## src/rtl/pbps_pkg.sv

```systemverilog
package pbps_pkg;

   localparam int DEF_MAX_POINTS = 256;
   localparam int DEF_COORD_BITS = 32;

   localparam int CSR_IDX_W  = 2;
   localparam int CSR_DATA_W = 24;

   localparam logic [CSR_IDX_W-1:0] CSR_ORDER = 2'd0;
   localparam logic [CSR_IDX_W-1:0] CSR_COUNT = 2'd1;
   localparam logic [CSR_IDX_W-1:0] CSR_SPEED = 2'd2;

   localparam logic [1:0]  ORDER_RST = 2'd3;
   localparam logic [8:0]  COUNT_RST = 9'd4;
   localparam logic [23:0] SPEED_RST = 24'd65536;

   localparam logic OP_LOAD = 1'b0;
   localparam logic OP_TICK = 1'b1;

   localparam logic [16:0] Q16_ONE = 17'h10000;

   // ceil(2^20 / 3), exact quotient for values below 2^19
   localparam logic [18:0] RECIP3 = 19'd349526;

   typedef struct packed {
      logic       cap;
      logic [1:0] cap_idx;
      logic       sub;
      logic       mul;
      logic       add;
      logic [1:0] idx;
   } lane_ctl_type;

   function automatic logic [1:0] mod3_9(input logic [8:0] v);
      logic [3:0] s1;
      logic [2:0] s2;
      s1 = 4'(v[1:0]) + 4'(v[3:2]) + 4'(v[5:4]) + 4'(v[7:6]) + 4'(v[8]);
      s2 = 3'(s1[1:0]) + 3'(s1[3:2]);
      if (s2 >= 3'd6) begin
         return 2'(s2 - 3'd6);
      end else if (s2 >= 3'd3) begin
         return 2'(s2 - 3'd3);
      end else begin
         return s2[1:0];
      end
   endfunction

endpackage

```

## src/rtl/pbps_lane.sv

```systemverilog
module pbps_lane #(
   parameter int COORD_BITS = 32
) (
   input  logic                         clock,
   input  pbps_pkg::lane_ctl_type       ctl,
   input  logic signed [COORD_BITS-1:0] cap_data,
   input  logic [16:0]                  frac,
   output logic signed [COORD_BITS-1:0] point
);
   import pbps_pkg::*;

   localparam int DW = COORD_BITS + 1;
   localparam int PW = COORD_BITS + 19;

   logic signed [COORD_BITS-1:0] pt_ff [4];
   logic signed [COORD_BITS-1:0] pt_in [4];
   logic signed [DW-1:0]         diff_ff;
   logic signed [DW-1:0]         diff_in;
   logic signed [PW-1:0]         prod_ff;
   logic signed [PW-1:0]         prod_in;
   logic signed [DW-1:0]         step;
   logic signed [DW-1:0]         sum;
   logic [1:0]                   idx_nx;

   assign idx_nx = 2'(ctl.idx + 2'd1);
   // floor(d * t / 2^16) stays within d
   assign step   = signed'(prod_ff[COORD_BITS+16:16]);
   assign sum    = DW'(pt_ff[ctl.idx]) + step;

   always_comb begin
      pt_in   = pt_ff;
      diff_in = diff_ff;
      prod_in = prod_ff;
      if (ctl.cap) begin
         pt_in[ctl.cap_idx] = cap_data;
      end else if (ctl.add) begin
         pt_in[ctl.idx] = COORD_BITS'(sum);
      end
      if (ctl.sub) begin
         diff_in = DW'(pt_ff[idx_nx]) - DW'(pt_ff[ctl.idx]);
      end
      if (ctl.mul) begin
         prod_in = PW'(diff_ff) * PW'(signed'({1'b0, frac}));
      end
   end

   always_ff @(posedge clock) begin
      pt_ff   <= pt_in;
      diff_ff <= diff_in;
      prod_ff <= prod_in;
   end

   assign point = pt_ff[0];

endmodule

```

## config.mk

```make
export PLATFORM = sky130hd
export DESIGN_NAME = pbps_lane
export DESIGN_NICKNAME = d
export VERILOG_FILES = /design/src/rtl/pbps_pkg.sv /design/src/rtl/pbps_lane.sv
export SDC_FILE = /design/constraint.sdc
export NUM_CORES = 2
export LEC_CHECK = 0
export ABC_CLOCK_PERIOD_IN_PS = 8800
export BUFFER_PORTS_ARGS = -buffer_cell sky130_fd_sc_hd__buf_2
export CAP_MARGIN = 15
export CELL_PAD_IN_SITES_DETAIL_PLACEMENT = 0
export CELL_PAD_IN_SITES_GLOBAL_PLACEMENT = 2
export CORE_MARGIN = 1.5
export CORE_UTILIZATION = 43
export DETAILED_ROUTE_END_ITERATION = 8
export HOLD_SLACK_MARGIN = 0.1
export PLACE_DENSITY = 0.88
export SLEW_MARGIN = 20
export SYNTH_ARGS = -nofsm -noshare
export SYNTH_HDL_FRONTEND = slang
export SYNTH_SLANG_ARGS = --single-unit
```

## constraint.sdc

```tcl
create_clock -name clock -period 8.8 [get_ports clock]
set_clock_uncertainty 0.1 [all_clocks]
set_input_delay 0.88 -clock clock [delete_from_list [all_inputs] [get_ports clock]]
set_output_delay 0.88 -clock clock [all_outputs]
set_load 0.05 [all_outputs]
```

# After elaboration in Yosys (flattened, before gate mapping)
# Cells that the tools add are included.
# totals
regBits,209
out_inout_bits,32
# classes
mux,14
n_addsub,3
n_bitwise,3
multipliers,1
n_reduce_logical,3
n_lt_le_gt_ge,5
# ops
operator,n
128-bit bitwise mux,2
128-bit 2-to-1 mux,2
32-bit 2-to-1 mux,6
32-bit binary-select mux with 2-bit select,2
32-bit demux with 2-bit select,2
33-bit by 18-bit multiplier with 48-bit output,1
32-bit by 32-bit subtractor with 33-bit output,1
32-bit adder,1
3-bit >= comparator (second input constant),3
2-bit inverter with 3-bit output,3
3-bit by 1-bit less-than comparator with 1-bit output (second input constant),2
2-bit by 1-bit adder with 2-bit output (second input constant),1
1-bit logical AND,2
2-bit nonzero test,1

# Depth between registers and ports, before layout
# logic_depth
depth_word,8
depth_mapped,24
mapped_depth_nobuf,23

# Worst setup path before layout
# OpenSTA, ideal clock, no wires.
# synth_path
path_type,in2reg
start,in frac[9]
end,"reg prod_ff[37], data pin"
setup_slack_ns,1.889
path_stages,23
setup_time_ns,0.260
arrival_time_ns,6.552
path_cell_list,clkbuf_1 > nand2_1 > fa_1 > inv_1 > fa_1 > inv_1 > fa_1 > inv_1 > fa_1 > fa_1 > inv_1 > fa_1 > inv_1 > ha_1 > or4_1 > a221o_1 > a32oi_1 > o21ai_0 > a21oi_1 > o21ai_1 > a221oi_2 > o221ai_1 > xnor2_1
# synth_via
elab_chain_len,1
# synth_lines
item,line,text
from (decl),pbps_lane.sv:7,"input logic [16:0] frac,"
33-bit by 18-bit multiplier with 48-bit output,pbps_lane.sv:43,"prod_in = PW'(diff_ff) * PW'(signed'({1'b0, frac}));"
to (signal assigned),pbps_lane.sv:50,prod_ff <= prod_in;
to (decl),pbps_lane.sv:19,logic signed [PW-1:0] prod_ff;
# Every way passes these cells.
# A chain may end at the register's enable or synchronous reset.

# Final worst setup path
# layout_path
start,in frac[9]
end,"reg prod_ff[28], data pin"
# Same word-level chain as after synthesis.

==> impl_results.md <==
- Most common cell after layout, fill and taps aside: inv_1
- Asr flop ratio synth: 0%
- # diodes: 0
- RSZ-0062 raised after global routing: false
- Syn_nets: 3,830
- Total gr overflow: 0
- WHS: 0.609 ns
- Drt drc: 0
- Pin count of the biggest net entering global routing: 55
- Fin crit share: 83.3%
- Vias per cell: 5.38
- Post-synth EDFFs: 193
- CTS Root Cell: clkbuf_16
- CP startpoint kind: input port
- GRT Overall Usage: 22.5%
- Worst Reg2Reg Path Length in Cells: 22
- Worst setup margin: 1.47 ns
- Total wire length: 79,100 um
- # IOs: 90
- Synth Flop Type: edfxtp_1
- Outcome: complete, no violations
- GP Congestion: 0.849
- Worst Setup SP: frac[9]
- Netlist cell types: 68
- TritonCTS clock tree: yes
- Tmin final: 7.33 ns
- Slew Viols, Final: 0
- Area of the multi-input gates: 21,500 um2
- First-pass GRT wire length: 129,000 um
- Class of the worst hold path: input port to flip-flop
- DP HPWL: 63,300 um
- Seq/Total Area, Yosys: 19.0%
- Vias in the first global route: 22.9k
- Rel. slew slack: 26.4%
- Yosys top cell area share: 33.9%
- Ranking of synthesized cells by area: fa_1 34%, edfxtp_1 19%, inv_1 8.1%
- Hold Path Cell Cnt: 3
- Setup TNS: 0 ns
- Post-CTS Hold Buffers: 0
- Syn avg cell area: 9.90 um2
- Antenna violations before repair: 0
- Ys Warns: 0
- Seq cells post-synth: 193
- # Post-CTS Setup Buffers: 0
- CP arrival: 7.40 ns
- Area leader, netlist: fa_1
- Vias: 21.5k
- CTS Sinks: 193
- Port Buf Inserts: 89
- Final hold violation count: 0
- Die area: 72,500 um2
- Initial Util: 43.5%
- Min-delay src: cap_data[16]
- Worst path required time: 8.87 ns
- Die X: 269 um
- Worst r2r src: diff_ff[6]
- Critical-path maximum fanout: 33
- Worst skew pair latency: 0.46 ns
- Most frequent cells in the layout: 656 x inv_1, 516 x fa_1, 343 x nand2_1, 315 x and2_1, 193 x edfxtp_1
- Final setup violating endpoints: 0
- H-tree levels: 4
- Clock Tree Buf Depth: 2
- Layout cells sized above 1: 6.80%
- DRT Pass-1 Iters: 5
- CTS Buf Count: 17
- Max Cap Viol: 0
- Filler cells: 6,768
- Post-cts sizing count: 0
- DR iter-0 viols: 1,541
- Antenna-violating nets left: 0
- Layout Cells excl Fill: 3,986
- Final #Nets: 3,784
- Routed WL per cell: 19.8 um
- Placed insts: 3,954
- Setup CP Type: input port to flip-flop
- Layout area overhead: 5.19%
- R2R setup slack: 1.53 ns
- Post-Syn Instances: 3,079
- Worst-Margin Slew: 1.10 ns
- Site Rows: 97
- Critical path endpoint category: flip-flop
- Post-Place Worst Slack: 0.978 ns
- Register Area: 5800 um2
- Worst-path clk slew: 0.07 ns
- Syn Std Cell Area: 30,500 um2
- Max Freq: 0.136 GHz
- DIE HEIGHT: 269 um
- Core Region: 70,100 um2
[stage by stage]
stage	util (%)	area, um2
3_5_place_dp	44.9	31500
5_1_grt	45.7	32100
2_1_floorplan	-	30500
3_3_place_gp	44.8	31500
6_report	45.7	32100
4_1_cts	45.7	32100
[path summary, 6_finish.rpt]
| kind | end |
|---|---|
| setup / recovery | prod_ff[28] |
| setup reg to reg | prod_ff[28] |
| hold / removal | pt_ff[48] |
| hold reg to reg | point[25] |
[routing by layer]
layer / vias to the layer above / track usage (%) / share of wire, %
met5: - / 0 / 0
met4: 0 / 5.19 / 1.6
met3: 78 / 3.71 / 7.3
met2: 808 / 34.5 / 44
met1: 11000 / 33.5 / 47
li1: 9618 / - / -
[layout make-up]
class / instances / share of cell area [%]
tap: 940 / 3.67
clock inverter: 14 / 0.538
sequential: 193 / 18.1
inverter: 656 / 7.68
timing repair buffer: 102 / 1.70
clock buffer: 18 / 1.34
multi-input combinational: 2063 / 67.0
[worst max-delay path, cell delays in order]
cell	delay [ns]
buf_2	0.47
nand2_1	0.17
fa_1	0.57
inv_1	0.06
fa_1	0.51
inv_1	0.06
fa_1	0.53
inv_1	0.06
fa_1	0.38
fa_1	0.58
inv_1	0.08
fa_1	0.48
inv_1	0.05
ha_1	0.21
or4_1	0.55
a221o_1	0.30
a32oi_1	0.23
o21ai_0	0.16
a21oi_1	0.30
and2b_1	0.23
o21ai_1	0.22
and2b_1	0.19
o311ai_0	0.13
[flip-flops by register name, summed over array words and instances (netlist names)]
register / flops
diff_ff: 33
pt_ff: 96
point: 32
prod_ff: 32
[synthesized netlist by cell type (6+ instances only)]
cell	number
inv_1	656
fa_1	516
nand2_1	344
and2_1	315
edfxtp_1	193
ha_1	177
clkbuf_1	124
o22ai_1	81
nor2_1	71
xnor2_1	71
a21oi_1	65
mux4_2	64
o21ai_0	61
a21o_1	44
buf_4	32
xor2_1	28
nor3_1	25
nor2b_1	19
a32o_1	15
o21a_1	15
o21bai_1	15
a31oi_1	14
nand4_1	13
nand3_1	12
buf_1	11
nand2b_1	10
a22o_1	8
and3_1	8
a211oi_1	6
[kinds of logic after synthesis]
family	share of synthesized area [%]
and+or+nand+nor	13.7
buffers and inverters	10.5
adders and majority gates	41.2
AOI/OAI and AO/OA	8.00
DFF	19.0
xor gates and xnor gates	2.84
muxes	4.76
Power is not shown: default switching activity piles up to over one toggle a cycle in this logic, so the estimate is an artifact.
